===== src/rtl/core/lhcb_pkg.sv =====
// Shared types and constants for the letter Huffman code builder.
`default_nettype none
package lhcb_pkg;
    localparam int LETTER_W = 5;
    localparam int CODE_W = 25;

    typedef struct packed {
        logic       last;
        logic [7:0] data;
    } in_item_t;

    typedef struct packed {
        logic [LETTER_W-1:0] letter;
        logic                present;
        logic [LETTER_W-1:0] len;
        logic [CODE_W-1:0]   bits;
        logic                fin;
    } res_item_t;

    // Map a byte to a case-folded letter number; returns valid flag in bit 5.
    function automatic logic [5:0] letter_of(input logic [7:0] b);
        logic [5:0] r;
        r = 6'd0;
        if (b >= 8'h41 && b <= 8'h5a) r = {1'b1, 5'(b - 8'h41)};
        else if (b >= 8'h61 && b <= 8'h7a) r = {1'b1, 5'(b - 8'h61)};
        return r;
    endfunction
endpackage
`default_nettype wire


===== src/rtl/core/lhcb_front.sv =====
// Front end: takes bytes and queues them for the builder.
`default_nettype none
module lhcb_front (
    input  wire logic              aclk,
    input  wire logic              aresetn,
    input  wire logic              in_valid,
    output logic                   in_ready,
    input  wire lhcb_pkg::in_item_t in_item,
    output logic                   q_valid,
    input  wire logic              q_ready,
    output lhcb_pkg::in_item_t     q_item
);
    lhcb_pkg::in_item_t buf_reg [2];
    logic [1:0] cnt_reg, cnt_next;
    logic       rd_reg, rd_next, wr_reg, wr_next;
    logic       push, pop;

    assign in_ready = (cnt_reg != 2'd2);
    assign q_valid  = (cnt_reg != 2'd0);
    assign q_item   = buf_reg[rd_reg];
    assign push = in_valid && in_ready;
    assign pop  = q_valid && q_ready;

    always_comb begin
        cnt_next = cnt_reg + 2'(push) - 2'(pop);
        rd_next  = rd_reg ^ pop;
        wr_next  = wr_reg ^ push;
    end

    always_ff @(posedge aclk) begin
        if (push) buf_reg[wr_reg] <= in_item;
        if (!aresetn) begin
            cnt_reg <= 2'd0;
            rd_reg  <= 1'b0;
            wr_reg  <= 1'b0;
        end else begin
            cnt_reg <= cnt_next;
            rd_reg  <= rd_next;
            wr_reg  <= wr_next;
        end
    end
endmodule
`default_nettype wire


===== src/rtl/core/lhcb_back.sv =====
// Back end: letter counters, tree build and code emission.
`default_nettype none
module lhcb_back #(
    parameter int ALPHABET_SIZE = 26,
    parameter int COUNT_BITS = 16
) (
    input  wire logic               aclk,
    input  wire logic               aresetn,
    input  wire logic               q_valid,
    output logic                    q_ready,
    input  wire lhcb_pkg::in_item_t q_item,
    output logic                    r_valid,
    input  wire logic               r_ready,
    output lhcb_pkg::res_item_t     r_item
);
    localparam int NODES = 2 * ALPHABET_SIZE - 1;
    localparam int NW = $clog2(NODES + 1);
    localparam int WW = COUNT_BITS + $clog2(ALPHABET_SIZE) + 1;
    localparam int LW = lhcb_pkg::LETTER_W;
    localparam int LIW = $clog2(ALPHABET_SIZE);
    localparam int INNER = ALPHABET_SIZE - 1;
    localparam int IIW = (INNER > 1) ? $clog2(INNER) : 1;
    localparam logic [NW-1:0] FIRST_INNER = NW'(ALPHABET_SIZE);
    localparam logic [NW-1:0] LAST_NODE = NW'(NODES);
    localparam logic [COUNT_BITS-1:0] CMAX = '1;

    localparam logic [2:0] S_COUNT = 3'd0, S_INIT = 3'd1, S_PICK = 3'd2,
                           S_WALK = 3'd3, S_OUT = 3'd4;

    logic [2:0] st_reg, st_next;
    logic [COUNT_BITS-1:0] cnt_reg [ALPHABET_SIZE];
    logic [WW-1:0] iw_reg [INNER];
    logic [NW-1:0] lpar_reg [ALPHABET_SIZE];
    logic [NW-1:0] ipar_reg [INNER];
    logic [NODES-1:0] rt_reg, un_reg;
    logic [NW-1:0] idx_reg, nxt_reg, lo_reg, root_reg, node_reg;
    logic [WW-1:0] lo_w_reg;
    logic [NW-1:0] active_reg;
    logic          second_reg;
    logic [LW-1:0] len_reg;
    logic [lhcb_pkg::CODE_W-1:0] bits_reg;
    logic [NW-1:0] let_reg;
    logic          out_v_reg;
    lhcb_pkg::res_item_t out_reg;
    logic [5:0]    lt;
    logic          best_f;
    logic [NW-1:0] best_i;
    logic [WW-1:0] best_w;
    logic [WW-1:0] scan_w;
    logic [NW-1:0] up_node;

    assign lt = lhcb_pkg::letter_of(q_item.data);
    assign q_ready = (st_reg == S_COUNT);
    assign r_valid = out_v_reg;
    assign r_item  = out_reg;

    // leaves weigh their counters; merged nodes keep their sums in iw_reg
    always_comb begin
        if (idx_reg < FIRST_INNER) scan_w = WW'(cnt_reg[idx_reg[LIW-1:0]]);
        else scan_w = iw_reg[IIW'(idx_reg - FIRST_INNER)];
    end

    always_comb begin
        if (node_reg < FIRST_INNER) up_node = lpar_reg[node_reg[LIW-1:0]];
        else up_node = ipar_reg[IIW'(node_reg - FIRST_INNER)];
    end

    // scan one node per cycle for the minimum: idx_reg walks nodes
    always_comb begin
        st_next = st_reg;
        unique case (st_reg)
            S_COUNT: if (q_valid && q_item.last) st_next = S_INIT;
            S_INIT:  st_next = S_PICK;
            S_PICK:  st_next = S_PICK;
            S_WALK:  st_next = S_WALK;
            S_OUT:   st_next = S_OUT;
            default: st_next = S_COUNT;
        endcase
    end

    always_ff @(posedge aclk) begin
        if (!aresetn) begin
            st_reg    <= S_COUNT;
            out_v_reg <= 1'b0;
            un_reg    <= '0;
            for (int i = 0; i < ALPHABET_SIZE; i++) cnt_reg[i] <= '0;
        end else begin
            if (out_v_reg && r_ready) out_v_reg <= 1'b0;
            unique case (st_reg)
                S_COUNT: begin
                    if (q_valid) begin
                        if (lt[5] && {1'b0, lt[4:0]} < 6'(ALPHABET_SIZE)
                            && cnt_reg[lt[4:0]] != CMAX)
                            cnt_reg[lt[4:0]] <= cnt_reg[lt[4:0]] + 1'b1;
                        if (q_item.last) st_reg <= S_INIT;
                    end
                end
                S_INIT: begin
                    un_reg <= '0;
                    for (int i = 0; i < ALPHABET_SIZE; i++)
                        un_reg[i] <= (cnt_reg[i] != '0);
                    active_reg <= '0;
                    idx_reg <= '0;
                    nxt_reg <= FIRST_INNER;
                    second_reg <= 1'b0;
                    best_f <= 1'b0;
                    root_reg <= LAST_NODE;
                    st_reg <= S_PICK;
                end
                S_PICK: begin
                    // count leaves during first scan via active_reg when nxt is first
                    if (idx_reg < nxt_reg) begin
                        if (nxt_reg == FIRST_INNER && !second_reg && un_reg[idx_reg])
                            active_reg <= active_reg + 1'b1;
                        if (un_reg[idx_reg] && (!best_f || scan_w < best_w)) begin
                            best_f <= 1'b1;
                            best_i <= idx_reg;
                            best_w <= scan_w;
                        end
                        idx_reg <= idx_reg + 1'b1;
                    end else begin
                        idx_reg <= '0;
                        best_f <= 1'b0;
                        if (!best_f) begin
                            // nothing left beside the first pick: that node is the root
                            if (second_reg) root_reg <= lo_reg;
                            st_reg <= S_WALK; let_reg <= '0; node_reg <= '0;
                            len_reg <= '0; bits_reg <= '0;
                        end else if (!second_reg) begin
                            if (nxt_reg == FIRST_INNER && active_reg == NW'(1)
                                || nxt_reg == LAST_NODE) begin
                                root_reg <= best_i;
                                st_reg <= S_WALK; let_reg <= '0; node_reg <= '0;
                                len_reg <= '0; bits_reg <= '0;
                            end else begin
                                un_reg[best_i] <= 1'b0;
                                lo_reg <= best_i;
                                lo_w_reg <= best_w;
                                second_reg <= 1'b1;
                            end
                        end else begin
                            un_reg[best_i] <= 1'b0;
                            un_reg[nxt_reg] <= 1'b1;
                            iw_reg[IIW'(nxt_reg - FIRST_INNER)] <= lo_w_reg + best_w;
                            if (lo_reg < FIRST_INNER) lpar_reg[lo_reg[LIW-1:0]] <= nxt_reg;
                            else ipar_reg[IIW'(lo_reg - FIRST_INNER)] <= nxt_reg;
                            if (best_i < FIRST_INNER) lpar_reg[best_i[LIW-1:0]] <= nxt_reg;
                            else ipar_reg[IIW'(best_i - FIRST_INNER)] <= nxt_reg;
                            rt_reg[lo_reg] <= 1'b0;
                            rt_reg[best_i] <= 1'b1;
                            nxt_reg <= nxt_reg + 1'b1;
                            second_reg <= 1'b0;
                        end
                    end
                end
                S_WALK: begin
                    // climb one level per cycle from the leaf to the root
                    if (cnt_reg[let_reg[LIW-1:0]] == '0 || node_reg == root_reg) begin
                        if (!out_v_reg || r_ready) begin
                            out_v_reg <= 1'b1;
                            out_reg.letter  <= LW'(let_reg);
                            out_reg.present <= (cnt_reg[let_reg[LIW-1:0]] != '0);
                            out_reg.len     <= len_reg;
                            out_reg.bits    <= bits_reg;
                            out_reg.fin     <= (let_reg == NW'(ALPHABET_SIZE - 1));
                            st_reg <= S_OUT;
                        end
                    end else begin
                        bits_reg <= bits_reg | (lhcb_pkg::CODE_W'(rt_reg[node_reg]) << len_reg);
                        len_reg  <= len_reg + 1'b1;
                        node_reg <= up_node;
                    end
                end
                S_OUT: begin
                    if (let_reg == NW'(ALPHABET_SIZE - 1)) begin
                        for (int i = 0; i < ALPHABET_SIZE; i++) cnt_reg[i] <= '0;
                        st_reg <= S_COUNT;
                    end else begin
                        let_reg  <= let_reg + 1'b1;
                        node_reg <= let_reg + 1'b1;
                        len_reg  <= '0;
                        bits_reg <= '0;
                        st_reg   <= S_WALK;
                    end
                end
                default: st_reg <= st_next;
            endcase
        end
    end
endmodule
`default_nettype wire


===== src/rtl/core/letter_huffman_code_builder_unit.sv =====
// Top level of the letter Huffman code builder.
// Usage:
//   s_axis carries text bytes, one per cycle while the builder counts.
//   tdata = text_byte, tlast = end_of_text.
//   A byte with tlast starts the tree build; then 26 result items leave on
//   m_axis in letter order, tlast on letter z.
//   m_tdata = {code_bits, code_length, letter_index}, letter_index at bit 0;
//   m_tuser = present.
// Throughput:
//   Counting takes one byte per cycle. The build scans one node per cycle:
//   a pick scans every node slot made so far, two picks per merge, so the
//   build time is set by the sequential min-scan.
//   Each result then climbs from its leaf to the root, one tree level a cycle.
//   A two-entry input queue keeps taking bytes while the back end is busy
//   until it fills.
// Reset clears counters and control; the tree arrays need no reset.
// A stalled receiver holds the current result and halts emission.
`default_nettype none
module letter_huffman_code_builder_unit #(
    parameter int ALPHABET_SIZE = 26,
    parameter int COUNT_BITS = 16
) (
    input  wire logic        aclk,
    input  wire logic        aresetn,
    input  wire logic        s_tvalid,
    output logic             s_tready,
    input  wire logic [7:0]  s_tdata,   // text_byte
    input  wire logic        s_tlast,   // end_of_text
    output logic             m_tvalid,
    input  wire logic        m_tready,
    output logic [39:0]      m_tdata,   // letter_index[4:0], code_length[9:5], code_bits[34:10]
    output logic             m_tuser,   // present
    output logic             m_tlast    // final_result
);
    lhcb_pkg::in_item_t  in_item, q_item;
    lhcb_pkg::res_item_t r_item;
    logic q_valid, q_ready;

    assign in_item.data = s_tdata;
    assign in_item.last = s_tlast;

    lhcb_front u_front (
        .aclk(aclk), .aresetn(aresetn),
        .in_valid(s_tvalid), .in_ready(s_tready), .in_item(in_item),
        .q_valid(q_valid), .q_ready(q_ready), .q_item(q_item)
    );

    lhcb_back #(.ALPHABET_SIZE(ALPHABET_SIZE), .COUNT_BITS(COUNT_BITS)) u_back (
        .aclk(aclk), .aresetn(aresetn),
        .q_valid(q_valid), .q_ready(q_ready), .q_item(q_item),
        .r_valid(m_tvalid), .r_ready(m_tready), .r_item(r_item)
    );

    assign m_tdata = {5'd0, r_item.bits, r_item.len, r_item.letter};
    assign m_tuser = r_item.present;
    assign m_tlast = r_item.fin;

    a_hold: assert property (@(posedge aclk) disable iff (!aresetn)
        m_tvalid && !m_tready |=> m_tvalid && $stable(m_tdata))
        else $error("result changed while stalled");
    a_absent: assert property (@(posedge aclk) disable iff (!aresetn)
        m_tvalid && !m_tuser |-> m_tdata[9:5] == 5'd0)
        else $error("absent letter has a code");
endmodule
`default_nettype wire

===== config.mk =====
export PLATFORM = sky130hd
export DESIGN_NAME = letter_huffman_code_builder_unit
export DESIGN_NICKNAME = d
export VERILOG_FILES = /design/src/rtl/core/lhcb_pkg.sv /design/src/rtl/core/lhcb_front.sv /design/src/rtl/core/lhcb_back.sv /design/src/rtl/core/letter_huffman_code_builder_unit.sv
export SDC_FILE = /design/constraint.sdc
export NUM_CORES = 2
export LEC_CHECK = 0
export BUFFER_PORTS_ARGS = -buffer_cell sky130_fd_sc_hd__buf_2
export CORE_MARGIN = 2
export CORE_UTILIZATION = 55
export CTS_CLUSTER_SIZE = 20
export DETAILED_ROUTE_END_ITERATION = 8
export GPL_TIMING_DRIVEN = 0
export PLACE_DENSITY = 0.82
export SLEW_MARGIN = 20
export SYNTH_ARGS = -nofsm -noshare
export SYNTH_HDL_FRONTEND = slang
export SYNTH_SLANG_ARGS = --single-unit

===== constraint.sdc =====
create_clock -name aclk -period 6.95 [get_ports aclk]
set_input_delay 1.39 -clock aclk [delete_from_list [all_inputs] [get_ports aclk]]
set_output_delay 1.39 -clock aclk [all_outputs]
set_load 0.005 [all_outputs]

## Word level (Yosys, flattened, before mapping)

Memories as Yosys holds them, arrays and structs flattened. A register that Yosys moved wholly into a read port is not among the register bits.
Cells that the tools add are included.

| operators by class | value |
|---|---|
| mux-type cells | 157 |
| shift-type cells | 1 |
| add/sub/neg operators | 16 |
| reductions and logical operators | 69 |
| order comparisons | 19 |
| bitwise gates (word level) | 38 |
| equality and inequality tests | 28 |

Operators with widths:

| operator | number |
|---|---|
| 16-bit two-way mux | 27 |
| 16-bit nonzero test | 27 |
| 51-bit two-way mux | 4 |
| 25-bit two-way mux | 6 |
| 6-bit two-way mux | 20 |
| 51-bit bitwise AND | 2 |
| 51-bit NOT | 2 |
| 51-bit OR | 2 |
| 51-bit one-hot mux with 2 select lines | 1 |
| 25-bit one-hot mux with 3 select lines | 1 |
| 1-bit two-way mux | 63 |
| 6-bit one-hot mux with 2 select lines | 5 |
| 5-bit two-way mux | 10 |
| 6-bit by 7-bit less-than comparator with 1-bit output, second input constant | 5 |
| 1-bit OR | 26 |
| 25-bit OR | 1 |
| 1-bit by 5-bit left shift with 25-bit output | 1 |
| 5-bit subtractor, second input constant | 5 |
| 6-bit by 1-bit adder with 6-bit output, second input constant | 4 |
| 6-bit by 5-bit less-than comparator with 1-bit output, second input constant | 4 |
| 3-bit two-way mux | 8 |
| 22-bit adder | 1 |
| 22-bit less-than comparator | 1 |
| 22-bit two-way mux | 1 |
| 46 further kinds | 101 |

| word-level totals | value |
|---|---|
| logic and storage cells | 359 |
| RAM bits | 1,290 |
| memories | 5 |
| register bits after elaboration | 271 |
| bits of input ports | 13 |

Memory list:

| name | words | width | rd ports | clocked after Yosys merged registers in | write ports | RTL line | source |
|---|---|---|---|---|---|---|---|
| u_back.iw_reg | 25 | 22 | 1 | 0 | 1 | lhcb_back.sv:32 | `logic [WW-1:0] iw_reg [INNER];` |
| u_back.cnt_reg | 26 | 16 | 29 | 2 | 26 | lhcb_back.sv:31 | `logic [COUNT_BITS-1:0] cnt_reg [ALPHABET_SIZE];` |
| u_back.lpar_reg | 26 | 6 | 1 | 1 | 2 | lhcb_back.sv:33 | `logic [NW-1:0] lpar_reg [ALPHABET_SIZE];` |
| u_back.ipar_reg | 25 | 6 | 1 | 0 | 2 | lhcb_back.sv:34 | `logic [NW-1:0] ipar_reg [INNER];` |
| u_front.buf_reg | 2 | 9 | 1 | 1 | 1 | lhcb_front.sv:13 | `lhcb_pkg::in_item_t buf_reg [2];` |

## Depth between registers and ports, before layout

| depth | value |
|---|---|
| depth in word-level cells | 14 |
| mapped depth | 29 |
| depth with buffers taken out | 18 |

## Modules after synthesis

From an unflattened synthesis, not the netlist that was laid out.

| unflattened totals | value |
|---|---|
| cells, all modules | 5,597 |
| area total of the unflattened synthesis | 80,389.6 um2 |

By module, submodules not included:

| module | cells each | instances | area an instance (um2) | sequential area each (um2) |
|---|---|---|---|---|
| lhcb_back | 5,534 | 1 | 79,436.2 | 48,846.8 |
| lhcb_front | 57 | 1 | 912.1 | 640.6 |
| letter_huffman_code_builder_unit | 6 | 1 | 41.3 | 0.0 |

## Worst setup path after synthesis

OpenSTA, ideal clock, no wires.

| path | value |
|---|---|
| path kind | register -> register |
| start | register with a tool-made name |
| end | memory u_back.cnt_reg[10][0], enable pin |
| arrival time | 6.309 ns |
| stages on the path, launching flop included | 28 |
| setup slack | 0.175 ns |
| cell sequence | dfxtp_1 buf_6 buf_6 mux2i_4 buf_2 buf_2 buf_2 buf_2 ha_1 clkbuf_1 inv_2 clkbuf_1 clkbuf_1 clkbuf_1 nor2_1 a32oi_1 o22ai_1 a22oi_1 and4_1 clkbuf_1 clkbuf_1 ha_1 nand2_1 or4_1 buf_2 o211ai_2 buf_2 o21ai_0 |

RTL lines:

| element | RTL line |
|---|---|
| end, declared | lhcb_back.sv:31 |

==> results by group <==
Cells and area
  • Area delta synth->final: 16.1%
  • Max reg flops: 550
  • # fillers: 9682
  • Share of layout cells above drive strength 1: 22.7%
  • Finished Layout Cells: 7911
  • Commonest non-fill, non-tap cell in the layout: edfxtp_1
  • Commonest cells after routing, fill and taps aside: edfxtp_1, nor2_1, nand2_1, mux4_2, a21oi_1
  • Register area: 0.0495 mm2
  • # nets final: 5955
  • Final core utilization: 64.2%
  • Footprint of the multi-input gates: 0.0280 mm2
  • Design area: 0.0907 mm2

Hold path
  • Hold Crit Class: register to register
  • Hold depth: 0

GRT
  • Initial antenna violation count: 42
  • Gr usage total: 51.1%
  • GRT met1 Usage: 65.2%
  • Number of global-route vias before repair: 57908
  • GRT busiest layer: met2
  • Largest net degree at the start of global routing: 55
  • Met2 Usage GRT: 68.1%
  • Total gr overflow: 0
  • Met3 usage in global routing: 27.8%
  • First-pass GRT wire length: 497 mm

Critical path
  • Crit end category: register
  • Largest stage delay, worst path: 0.59 ns
  • Worst EP arrival: 7.79 ns
  • R2r setup slk: -0.34 ns
  • Critical R2R Capture: u_back.best_w[5]
  • Worst reg-to-reg path cell count: 20
  • Top cell family by delay on the critical path: compound AO/OA/AOI/OAI gates
  • Stages on the worst setup path: 20
  • Crit-path cells: clkbuf_4 -> buf_4 -> clkbuf_2 -> mux4_2 -> mux4_2 -> mux2i_1 -> a21oi_1 -> ha_1 -> a21o_1 -> a21o_1 -> a21oi_1 -> nor2b_1 -> o21ai_2 -> nand2b_1 -> a21oi_1 -> nor2b_1 -> o21ai_0 -> o41ai_2 -> nor2_4 -> buf_12
  • WS Path Type: register to register
  • CP Launch Type: register
  • Worst path required time: 7.44 ns
  • Most frequent CP cell: a21oi_1
  • Worst setup path end: u_back.best_w[5]
  • Crit-path max FO: 23
  • Worst path slowest cell: dfxtp_1
  • CP bufs+invs: 4

Synthesis
  • Fraction of registers with async set/reset: 0%
  • Synth warn: 0
  • Largest family of logic cells by synthesized area: multiplexers
  • Simple-Gate Fraction of Synth Area: 8.85%
  • Synth unique cells: 99
  • Adder-Cell Fraction of Synth Area: 1.35%
  • Top FF cell, synth: edfxtp_1
  • Post-synth EDFFs: 1598
  • Mux cell area share after synthesis: 13.9%
  • Post-synth design cell area: 0.0781 mm2
  • Mean Syn Cell Area: 14.5 um2
  • Compound-gate portion of the synthesized area: 9.13%
  • Synthesized flop and latch total: 1673
  • Synth Instances: 5396
  • Seq/Total Area, Yosys: 63.3%
  • Post-synthesis xor/xnor area fraction: 0.774%

Power
  • Clk network pwr share: 27.2%
  • Pint: 20.5 mW
  • Sw Share: 42.4%
  • Leakage: 30.2 nW
  • Sequential power share: 35.2%
  • Power, Total: 35.6 mW
  • Combinational share of power: 37.6%
  • Net switching power: 15.1 mW
  • VDD IR max: 0.000382 V
  • PD cells: 393 mW/mm2

Placement
  • Port Buffers: 51
  • Dpl hpwl: 258 mm
  • Placed inst area: 0.0830 mm2
  • Place WS: -5.94 ns
  • Placed cells: 7515
  • Placer Congestion: 1.15

Floorplan
  • Row Count: 138
  • Die height: 381 um
  • Starting Density: 55.3%
  • Die area: 0.145 mm2
  • I/O Pins: 57
  • Chip width: 381 um
  • CORE AREA: 0.141 mm2

Route
  • Antenna Violating Nets Remaining: 0
  • DR DRC count: 105
  • Wire per inst: 47.7 um
  • Final WL: 377 mm
  • Vias per cell: 7.88
  • Detailed Routing Iterations Pass 1: 9
  • DRT iter0 DRCs: 13660
  • Via Count: 62329

Run status
  • Failing checks: DRC, setup timing
  • Status: complete, but fails checks

CTS
  • Max clock buf depth: 3
  • Clk sinks: 1673
  • # H-tree levels: 4
  • Num CTS Buffers: 167
  • Clk Latency, worst-skew pair: 0.87 ns
  • Clock-pin slew on the worst setup and hold paths: 0.07 ns
  • CTS tree: built
  • Root buf cell: clkbuf_16

Timing
  • Slew Viols, Final: 0
  • Final clock skew: 0.0866 ns
  • Worst slew pin tran: 1.38 ns
  • WHS: 0.462 ns
  • TNS Setup: -110.71 ns
  • Final Cycle Share: 105%
  • Hold violation count in the final report: 0
  • Unrepaired setup endpoints after global routing: true
  • Min Tclk post-route: 7.29 ns
  • Fmax: 137 MHz
  • Slew headroom: 7.86%
  • Final setup vio count: 727
  • Worst Setup Slack, final: -0.345 ns

Run
  • Max cap viols: 0
==> power groups by stage <==
stage | registers, mW | clock network (mW) | logic (mW)
2_1_floorplan | 12.3 | 0 | 5.33
3_3_place_gp | 12.7 | 0 | 10.9
3_5_place_dp | 12.6 | 0 | 11.3
4_1_cts | 12.4 | 9.59 | 11.9
5_1_grt | 12.5 | 9.93 | 12.8
6_report | 12.5 | 9.70 | 13.4
==> how the worst min path moves through the flow <==
| stage | slack, ns | to | from |
|---|---|---|---|
| after floorplan | 0.42 | u_back.lo_reg[0] | u_back.best_i[0] |
| after global placement | 0.43 | u_back.r_item[29] | u_back.len_reg[3] |
| after detailed placement | 0.44 | u_back.r_item[28] | u_back.len_reg[2] |
| after CTS | 0.46 | u_back.r_item[28] | u_back.len_reg[2] |
| after global routing | 0.47 | u_back.lo_w_reg[9] | u_back.best_w[9] |
| final | 0.46 | u_back.lo_w_reg[5] | u_back.best_w[5] |
==> cells in the mapped netlist (15+ instances only) <==
cell type | count | area [um2]
a211oi_1 | 102 | 766
a21o_1 | 18 | 135
a21oi_1 | 248 | 1240
a221o_1 | 21 | 210
a221oi_1 | 15 | 131
a22oi_1 | 48 | 360
a32oi_1 | 90 | 788
and2_1 | 17 | 106
and3_1 | 21 | 131
buf_1 | 63 | 236
buf_2 | 86 | 430
buf_4 | 28 | 210
clkbuf_1 | 211 | 792
dfxtp_1 | 75 | 1500
edfxtp_1 | 1598 | 48000
ha_1 | 83 | 1040
inv_1 | 72 | 270
mux2_2 | 15 | 169
mux2i_1 | 93 | 931
mux4_2 | 432 | 9730
nand2_1 | 463 | 1740
nand2b_1 | 21 | 131
nand3_1 | 109 | 546
nand4_1 | 50 | 313
nor2_1 | 515 | 1930
nor2b_1 | 29 | 181
nor3_1 | 113 | 566
nor4_1 | 124 | 776
o211ai_1 | 30 | 225
o211ai_4 | 15 | 319
o21ai_0 | 166 | 831
o22ai_1 | 137 | 857
xnor2_1 | 45 | 394
xor2_1 | 24 | 210
==> worst reg2reg max path: stages, from the launching register on <==
cell,delay (ns)
dfxtp_1,0.59
clkbuf_4,0.52
buf_4,0.54
clkbuf_2,0.60
mux4_2,0.55
mux4_2,0.58
mux2i_1,0.41
a21oi_1,0.19
ha_1,0.27
a21o_1,0.17
a21o_1,0.21
a21oi_1,0.19
nor2b_1,0.08
o21ai_2,0.31
nand2b_1,0.17
a21oi_1,0.27
nor2b_1,0.13
o21ai_0,0.38
o41ai_2,0.27
nor2_4,0.30
buf_12,0.23
==> cell type report <==
| type | count | share of cell area [%] |
|---|---|---|
| plain buffers | 387 | 2.69 |
| inverters | 82 | 0.339 |
| multi-input cells | 3347 | 30.9 |
| repair buffers | 200 | 2.53 |
| clock inverters | 123 | 1.63 |
| clock buffers | 190 | 4.71 |
| well taps | 1890 | 2.61 |
| flip-flops and latches | 1673 | 54.6 |
| diodes | 19 | 0.0524 |
==> repair_timing <==
| action | CTS | global route |
|---|---|---|
| endpoints found under the setup margin | 957 | 606 |
| setup buffers | 57 | 12 |
| pin swaps | 30 | 14 |
| hold endpoints to repair | 0 | 0 |
| hold buffers | 0 | 0 |
| cloned | 4 | 0 |
| gates resized for setup | 310 | 101 |
==> per-layer routing <==
metal | vias up | share of wire (%) | wire (um)
met5 | - | 0.12 | 468
met1 | 30994 | 34 | 128000
met2 | 7157 | 39 | 149000
met3 | 1726 | 18 | 69200
li1 | 22408 | - | -
met4 | 44 | 8.2 | 30900
==> logic make-up (layout without fill, tap and decap cells) <==
| family | count (synthesis) | after routing |
|---|---|---|
| adder cells (fa/ha/maj) | 84 | 84 |
| other | 1 | 120 |
| AND/OR/NAND/NOR | 1523 | 1526 |
| AO/OA/AOI/OAI | 1026 | 1026 |
| buffers and inverters | 479 | 982 |
| flip-flops | 1673 | 1673 |
| multiplexers | 541 | 541 |
| XOR/XNOR | 69 | 69 |
Power figures use the tool's default switching activity.
